==> src/sv/crorm_pkg.sv <==
// ----------------------------------------------------------------------------
// crorm_pkg
// Shared constants, codes and types of the cascaded range offset remap core.
// ----------------------------------------------------------------------------
package crorm_pkg;

  // Table geometry
  localparam int unsigned STAGE_COUNT       = 8;
  localparam int unsigned ENTRIES_PER_STAGE = 32;
  localparam int unsigned TABLE_DEPTH       = STAGE_COUNT * ENTRIES_PER_STAGE;
  localparam int unsigned ADDR_W            = $clog2(TABLE_DEPTH);
  localparam int unsigned CNT_W             = $clog2(ENTRIES_PER_STAGE + 1);

  // Field widths fixed by the transaction format
  localparam int unsigned VALUE_W = 32;
  localparam int unsigned STAGE_W = 3;
  localparam int unsigned CMD_W   = 2;
  localparam int unsigned STS_W   = 2;
  localparam int unsigned CFG_W   = 4;
  localparam int unsigned ENTRY_W = 3 * VALUE_W;

  // Value range actually used
  localparam int unsigned VALUE_BITS = 32;
  localparam logic [VALUE_W-1:0] VALUE_MASK =
    (VALUE_BITS >= VALUE_W) ? {VALUE_W{1'b1}} : VALUE_W'((64'd1 << VALUE_BITS) - 64'd1);

  // Configuration register map
  localparam int unsigned PADDR_W = 3;
  localparam logic        REG_STAGES_IN_USE = 1'b0;  // word index of register 0
  localparam logic [CFG_W-1:0] STAGES_RESET  = CFG_W'(7);
  localparam logic [CFG_W-1:0] STAGES_MAX    = CFG_W'(STAGE_COUNT);

  // Command codes (code 3 is unused)
  typedef enum logic [CMD_W-1:0] {
    CMD_CLEAR  = 2'd0,
    CMD_APPEND = 2'd1,
    CMD_QUERY  = 2'd2
  } crorm_cmd_e;

  // Result status codes
  typedef enum logic [STS_W-1:0] {
    ST_OK        = 2'd0,
    ST_FULL      = 2'd1,
    ST_BAD_STAGE = 2'd2,
    ST_OVERFLOW  = 2'd3
  } crorm_status_e;

  // Controller states
  typedef enum logic [2:0] {
    S_IDLE,
    S_EXEC,
    S_QSTAGE,
    S_QSCAN,
    S_QAPPLY,
    S_EMIT
  } crorm_state_e;

  // Input transaction payload
  typedef struct packed {
    logic [CMD_W-1:0]   command;
    logic [STAGE_W-1:0] stage_index;
    logic [VALUE_W-1:0] dst_base;
    logic [VALUE_W-1:0] src_base;
    logic [VALUE_W-1:0] span_length;
    logic [VALUE_W-1:0] query_value;
  } crorm_req_t;

  // Result transaction payload
  typedef struct packed {
    logic [STS_W-1:0]   status;
    logic [VALUE_W-1:0] mapped_value;
    logic [VALUE_W-1:0] lowest_so_far;
  } crorm_rsp_t;

  // Controller to datapath commands
  typedef struct packed {
    logic load;        // capture input transaction
    logic exec;        // run clear / append / unused command
    logic stage_next;  // advance walk to next stage
    logic scan_start;  // read first entry of current stage
    logic scan_step;   // compare one entry, read the next
    logic apply;       // apply best entry of the stage
    logic q_finish;    // finish query, update minimum
    logic emit;        // move result into output register
  } crorm_cmd_t;

  // Datapath to controller status
  typedef struct packed {
    logic [CMD_W-1:0] command;
    logic             stage_done;
    logic             stage_empty;
    logic             scan_last;
    logic             out_free;
  } crorm_sts_t;

  // Table address of an entry within a stage
  function automatic logic [ADDR_W-1:0] table_addr(logic [STAGE_W-1:0] stage,
                                                   logic [CNT_W-1:0]   entry);
    return ADDR_W'(int'(stage) * ENTRIES_PER_STAGE + int'(entry));
  endfunction

endpackage

==> src/sv/crorm_ctrl.sv <==
// ----------------------------------------------------------------------------
// crorm_ctrl
// Sequencer: accepts a transaction, runs the command and walks the stages.
// ----------------------------------------------------------------------------
module crorm_ctrl import crorm_pkg::*; (
  input  logic             clk_i,
  input  logic             rst_ni,
  input  logic             in_valid_i,
  input  logic [CMD_W-1:0] in_command_i,
  output logic             in_ready_o,
  input  crorm_sts_t       sts_i,
  output crorm_cmd_t       cmd_o
);

  crorm_state_e state_q, state_d;

  // State register
  always_ff @(posedge clk_i or negedge rst_ni) begin
    if (!rst_ni) begin
      state_q <= S_IDLE;
    end else begin
      state_q <= state_d;
    end
  end

  // Next state
  always_comb begin
    state_d = state_q;
    unique case (state_q)
      S_IDLE: begin
        if (in_valid_i) begin
          state_d = (in_command_i == CMD_QUERY) ? S_QSTAGE : S_EXEC;
        end
      end
      S_EXEC: begin
        state_d = S_EMIT;
      end
      S_QSTAGE: begin
        if (sts_i.stage_done) begin
          state_d = S_EMIT;
        end else if (!sts_i.stage_empty) begin
          state_d = S_QSCAN;
        end
      end
      S_QSCAN: begin
        if (sts_i.scan_last) begin
          state_d = S_QAPPLY;
        end
      end
      S_QAPPLY: begin
        state_d = S_QSTAGE;
      end
      S_EMIT: begin
        if (sts_i.out_free) begin
          state_d = S_IDLE;
        end
      end
      default: state_d = S_IDLE;
    endcase
  end

  // Outputs
  always_comb begin
    cmd_o      = '0;
    in_ready_o = 1'b0;
    unique case (state_q)
      S_IDLE: begin
        in_ready_o = 1'b1;
        cmd_o.load = in_valid_i;
      end
      S_EXEC: begin
        cmd_o.exec = 1'b1;
      end
      S_QSTAGE: begin
        if (sts_i.stage_done) begin
          cmd_o.q_finish = 1'b1;
        end else if (sts_i.stage_empty) begin
          cmd_o.stage_next = 1'b1;
        end else begin
          cmd_o.scan_start = 1'b1;
        end
      end
      S_QSCAN: begin
        cmd_o.scan_step = 1'b1;
      end
      S_QAPPLY: begin
        cmd_o.apply      = 1'b1;
        cmd_o.stage_next = 1'b1;
      end
      S_EMIT: begin
        cmd_o.emit = sts_i.out_free;
      end
      default: cmd_o = '0;
    endcase
  end

endmodule

==> config.mk <==
export PLATFORM = sky130hd
export DESIGN_NAME = crorm_ctrl
export DESIGN_NICKNAME = d
export VERILOG_FILES = /design/src/sv/crorm_pkg.sv /design/src/sv/crorm_ctrl.sv
export SDC_FILE = /design/constraint.sdc
export NUM_CORES = 1
export LEC_CHECK = 0
export BUFFER_PORTS_ARGS = -buffer_cell sky130_fd_sc_hd__buf_2
export CAP_MARGIN = 5
export CORE_AREA = 2 2 39 41
export CTS_CLUSTER_SIZE = 28
export DETAILED_ROUTE_END_ITERATION = 6
export DIE_AREA = 0 0 41 43
export HOLD_SLACK_MARGIN = 0.1
export PLACE_DENSITY_LB_ADDON = 0.3
export SYNTH_ARGS = -nofsm -noshare
export SYNTH_HDL_FRONTEND = slang
export SYNTH_SLANG_ARGS = --single-unit
==> constraint.sdc <==
create_clock -name clk_i -period 3.9 [get_ports clk_i]
set_clock_uncertainty 0.05 [all_clocks]
set_input_delay 1.17 -clock clk_i [delete_from_list [all_inputs] [get_ports clk_i]]
set_output_delay 1.17 -clock clk_i [all_outputs]
set_load 0.05 [all_outputs]
After elaboration in Yosys (flattened, before gate mapping)
Index checks and enable logic that the tools add are counted.
{ "totals": {"mem_count": 0, "wordCells": 33, "ram_bits": 0, "romBits": 0, "out_inout_bits": 9, "latch_bits": 0, "input_bits": 11, "reg_bits": 3} }
{ "classes": {"muxes": 20, "reduce_logical": 2, "bitwise_logic": 0, "multipliers": 0, "n_shift": 0, "div": 0, "eq_ne": 10, "n_addsub": 0, "order_cmp": 0} }
{ "ops": {"columns": ["operator", "count"], "rows": [
  ["3-bit case mux with 6 select lines", 1],
  ["3-bit 2-to-1 mux", 5],
  ["1-bit 2-to-1 mux", 11],
  ["3-bit by 2-bit equality test with 1-bit output (second input constant)", 2],
  ["3-bit equality test (second input constant)", 2],
  ["2-bit inequality test (second input constant)", 3],
  ["2-bit 2-to-1 mux", 2],
  ["4-bit AND reduction", 1],
  ["3-bit by 1-bit equality test with 1-bit output (second input constant)", 1],
  ["3-bit logical NOT", 1],
  ["3-bit inequality test (second input constant)", 1],
  ["2-bit equality test (second input constant)", 1],
  ["1-bit case mux with 2 select lines", 1]
]} }

Longest topological paths before layout
{ "logic_depth": {"word_depth": 4, "mapped_depth": 4, "depth_no_buf": 3} }

Worst setup path after synthesis
No wires, ideal clock.
{ "synth_path": {"kind": "input to output", "start": "in sts_i[3] (netlist bit)", "end": "out cmd_o[4] (netlist bit)", "cell_stages": 1, "n_path_buf": 0, "t_required_ns": 2.680, "path_slack_ns": -0.043, "t_arrival_ns": 2.723, "cell_sequence": "nor4_1"} }
{ "synth_between": {"elab_chain_len": 2} }
{ "synth_rtl": {"columns": ["item", "line_no", "source"], "rows": [
  ["from (decl)", "crorm_ctrl.sv:11", "input crorm_sts_t sts_i,"],
  ["2-bit 2-to-1 mux", "crorm_ctrl.sv:75", "if (sts_i.stage_done) begin"],
  ["1-bit 2-to-1 mux", "crorm_ctrl.sv:66", "unique case (state_q)"],
  ["to (decl)", "crorm_ctrl.sv:12", "output crorm_cmd_t cmd_o"]
]} }
No other way between the ends.

==> flow_metrics.py <==
metrics = {
    "run_status": {
        "status": "finished clean",
    },
    "layout": {
        "nFillCells": 156,
        "regMostFlops": "state_q",
        "syn_to_final_growth_pct": 38.0,
        "num_antenna_cells": 0,
        "multi_input_area_um2": 198,
        "drive_above_1_share_pct": 41.5,
        "largest_reg_flops": 3,
        "regArea_um2": 75.1,
        "reg_top3": "state_q (3)",
        "nNetsFinal": 65,
    },
    "timing": {
        "fin_tns_setup_ns": 0,
        "setup_viol": 0,
        "finalMaxSlewViolations": 0,
        "hold_viol": 0,
        "finalCritPeriodShare_pct": 80.4,
        "rsz0062_at_grt": "no",
        "max_freq_mhz": 319,
        "timing.final.ws_setup_ns": 0.766,
        "maxSlewHeadroom_pct": 64.0,
        "fin_hold_ws_ns": 0.666,
        "min_period_ns": 3.13,
        "worst_pin_slew_ns": 0.540,
    },
    "critical_path": {
        "crit_start": "sts_i[3]",
        "reg2reg_to": "state_q[0]",
        "endpoint_kind": "output port",
        "worstReg2RegStart": "state_q[0]",
        "r2r_slack_ns": 2.46,
        "crit_path_start_kind": "primary input",
        "reg2reg_depth": 3,
        "crit_arrival_ns": 1.91,
        "crit_type": "in2out",
        "crit_required_ns": 2.68,
        "cp_max_fo": 4,
    },
    "route": {
        "wl_per_cell_um": 10.7,
        "drt-total-wl_um": 739,
        "ant_nets": 0,
        "first_pass_iters": 4,
        "vias_per_cell": 4.74,
        "drcViolationCount": 0,
        "num_vias": 327,
        "drt_iter0_markers": 5,
    },
    "die": {
        "die_w_um": 41,
        "die_area_um2": 1760,
        "num_rows": 14,
        "core_area_um2": 1380,
        "io_pins": 20,
        "initial_utilization_pct": 21.2,
        "die_height_um": 43,
    },
    "power": {
        "p_leak_uw": 0.000194,
        "ir_drop_mv": 0.364,
        "power_density_nw_per_um2": 946,
    },
    "cts": {
        "root_buffer": "clkbuf_4",
        "clockBufferDepth": 2,
        "clk_latency_ns": 0.24,
        "ctsResizeCount": 0,
        "clk_pin_slew_worst_paths_ns": 0.04,
        "cts_made_buffers": 3,
        "cts_tree": "yes",
        "hold_buffers": 0,
        "cts.sinks": 3,
        "post-cts-setup-buffers": 0,
        "htree_levels": 1,
    },
    "yosys": {
        "synth_cells": 36,
        "syn_area_um2": 293,
        "ys_async_sr_fraction_pct": 100,
        "yosysWarnings": 0,
        "yosys_most_used_dff": "dfrtp_1",
        "synthTopCellsByArea": "dfrtp_1 26%, nor4b_4 8.1%, buf_2 5.1%",
        "synth_top_cell_by_area": "dfrtp_1",
        "synth_top_area_share_pct": 25.6,
        "synth_fp_nets": 47,
        "yosysSeqAreaShare_pct": 25.6,
        "synth_seq_cells": 3,
        "yosysUniqueCellTypes": 22,
        "synth_edf_count": 0,
        "syn_area_per_cell_um2": 8.13,
    },
    "run": {
        "cap_violations": 0,
    },
    "place": {
        "hpwl_um": 556,
        "portBuffers": 17,
        "place_congestion": 0.794,
        "pre_cts_ws_ns": 0.769,
    },
    "global_routing": {
        "grt_pass1_vias": 308,
        "grt_overflow": 0,
        "grt_max_degree": 17,
        "grt_pass1_wl_mm": 1.26,
        "groute.usage.overall_pct": 10.8,
        "antenna_found_initial": 0,
    },
    "hold_path": {
        "hold_class": "in2async",
    },
}
==> per-layer routing <==
metal  vias to the layer above  track usage (%)  wire, um
met5                         -                0         0
met4                         0             8.00        19
met3                         2             4.71        57
met2                        15             12.8       290
met1                       147             14.8       371
li1                        163                -         -
==> area by class of cell <==
type	instances	share of cell area [%]
well taps	16	4.95
clock buffers	4	6.50
multi-input cells	29	48.9
repair buffers	17	21.1
flip-flops and latches	3	18.6
==> worst max-delay path by stage <==
stage                     cells past startpoint  endpoint
after CTS                                     5  cmd_o[5]
after global placement                        5  cmd_o[5]
after detailed placement                      5  cmd_o[5]
after global routing                          5  cmd_o[5]
final                                         5  cmd_o[5]
after floorplan                               3  cmd_o[7]
==> critical path, stage by stage <==
cell	delay, ns
buf_2	0.13
nor2b_1	0.14
nand2_1	0.07
a21oi_1	0.13
buf_2	0.28
==> layout by cell type, fill, tap and decap left out <==
master,count
nor3_1,1
nor4_2,1
and4b_1,1
or2b_1,1
a21oi_1,1
dfrtp_1,3
clkbuf_1,1
a31oi_1,1
nand2b_1,1
nor2_1,4
nor4b_4,1
o22ai_1,1
a32o_1,1
a21boi_0,1
buf_2,17
o21ai_0,3
and2_1,2
nor4_1,1
mux2i_1,1
nand2_1,3
a22oi_1,1
clkbuf_4,3
nor3b_1,1
nor2b_1,2
==> kinds of logic (layout without fill, tap and decap cells) <==
| kind of cell | Yosys count | count (layout) | synth area share (%) |
|---|---|---|---|
| buffers and inverters | 4 | 21 | 8.97 |
| DFF | 3 | 3 | 25.6 |
| and+or+nand+nor | 19 | 19 | 42.3 |
| AOI/OAI and AO/OA | 9 | 9 | 19.7 |
| muxes | 1 | 1 | 3.42 |
==> power by group <==
group	internal (uW)	switching [uW]	total, uW
clock	38.4	17.6	56.0
combinational	71.1	160	231
sequential	45.8	49.0	94.8
==> synth_stat cells, types with 2 or more instances <==
library cell and count:
and2_1 2, dfrtp_1 3, buf_2 3, o21ai_0 3, nor4_1 2, nand2_1 3, nor2_1 4, nor2b_1 2
==> through the flow <==
step,cells,area [um^2],util [%],total power (uW)
2_1_floorplan,36,299,-,292
3_5_place_dp,65,378,27.3,326
3_3_place_gp,65,378,27.3,327
6_report,69,404,29.2,382
4_1_cts,69,404,29.2,386
5_1_grt,69,404,29.2,410
No activity file was read; power rests on OpenSTA's default activity.
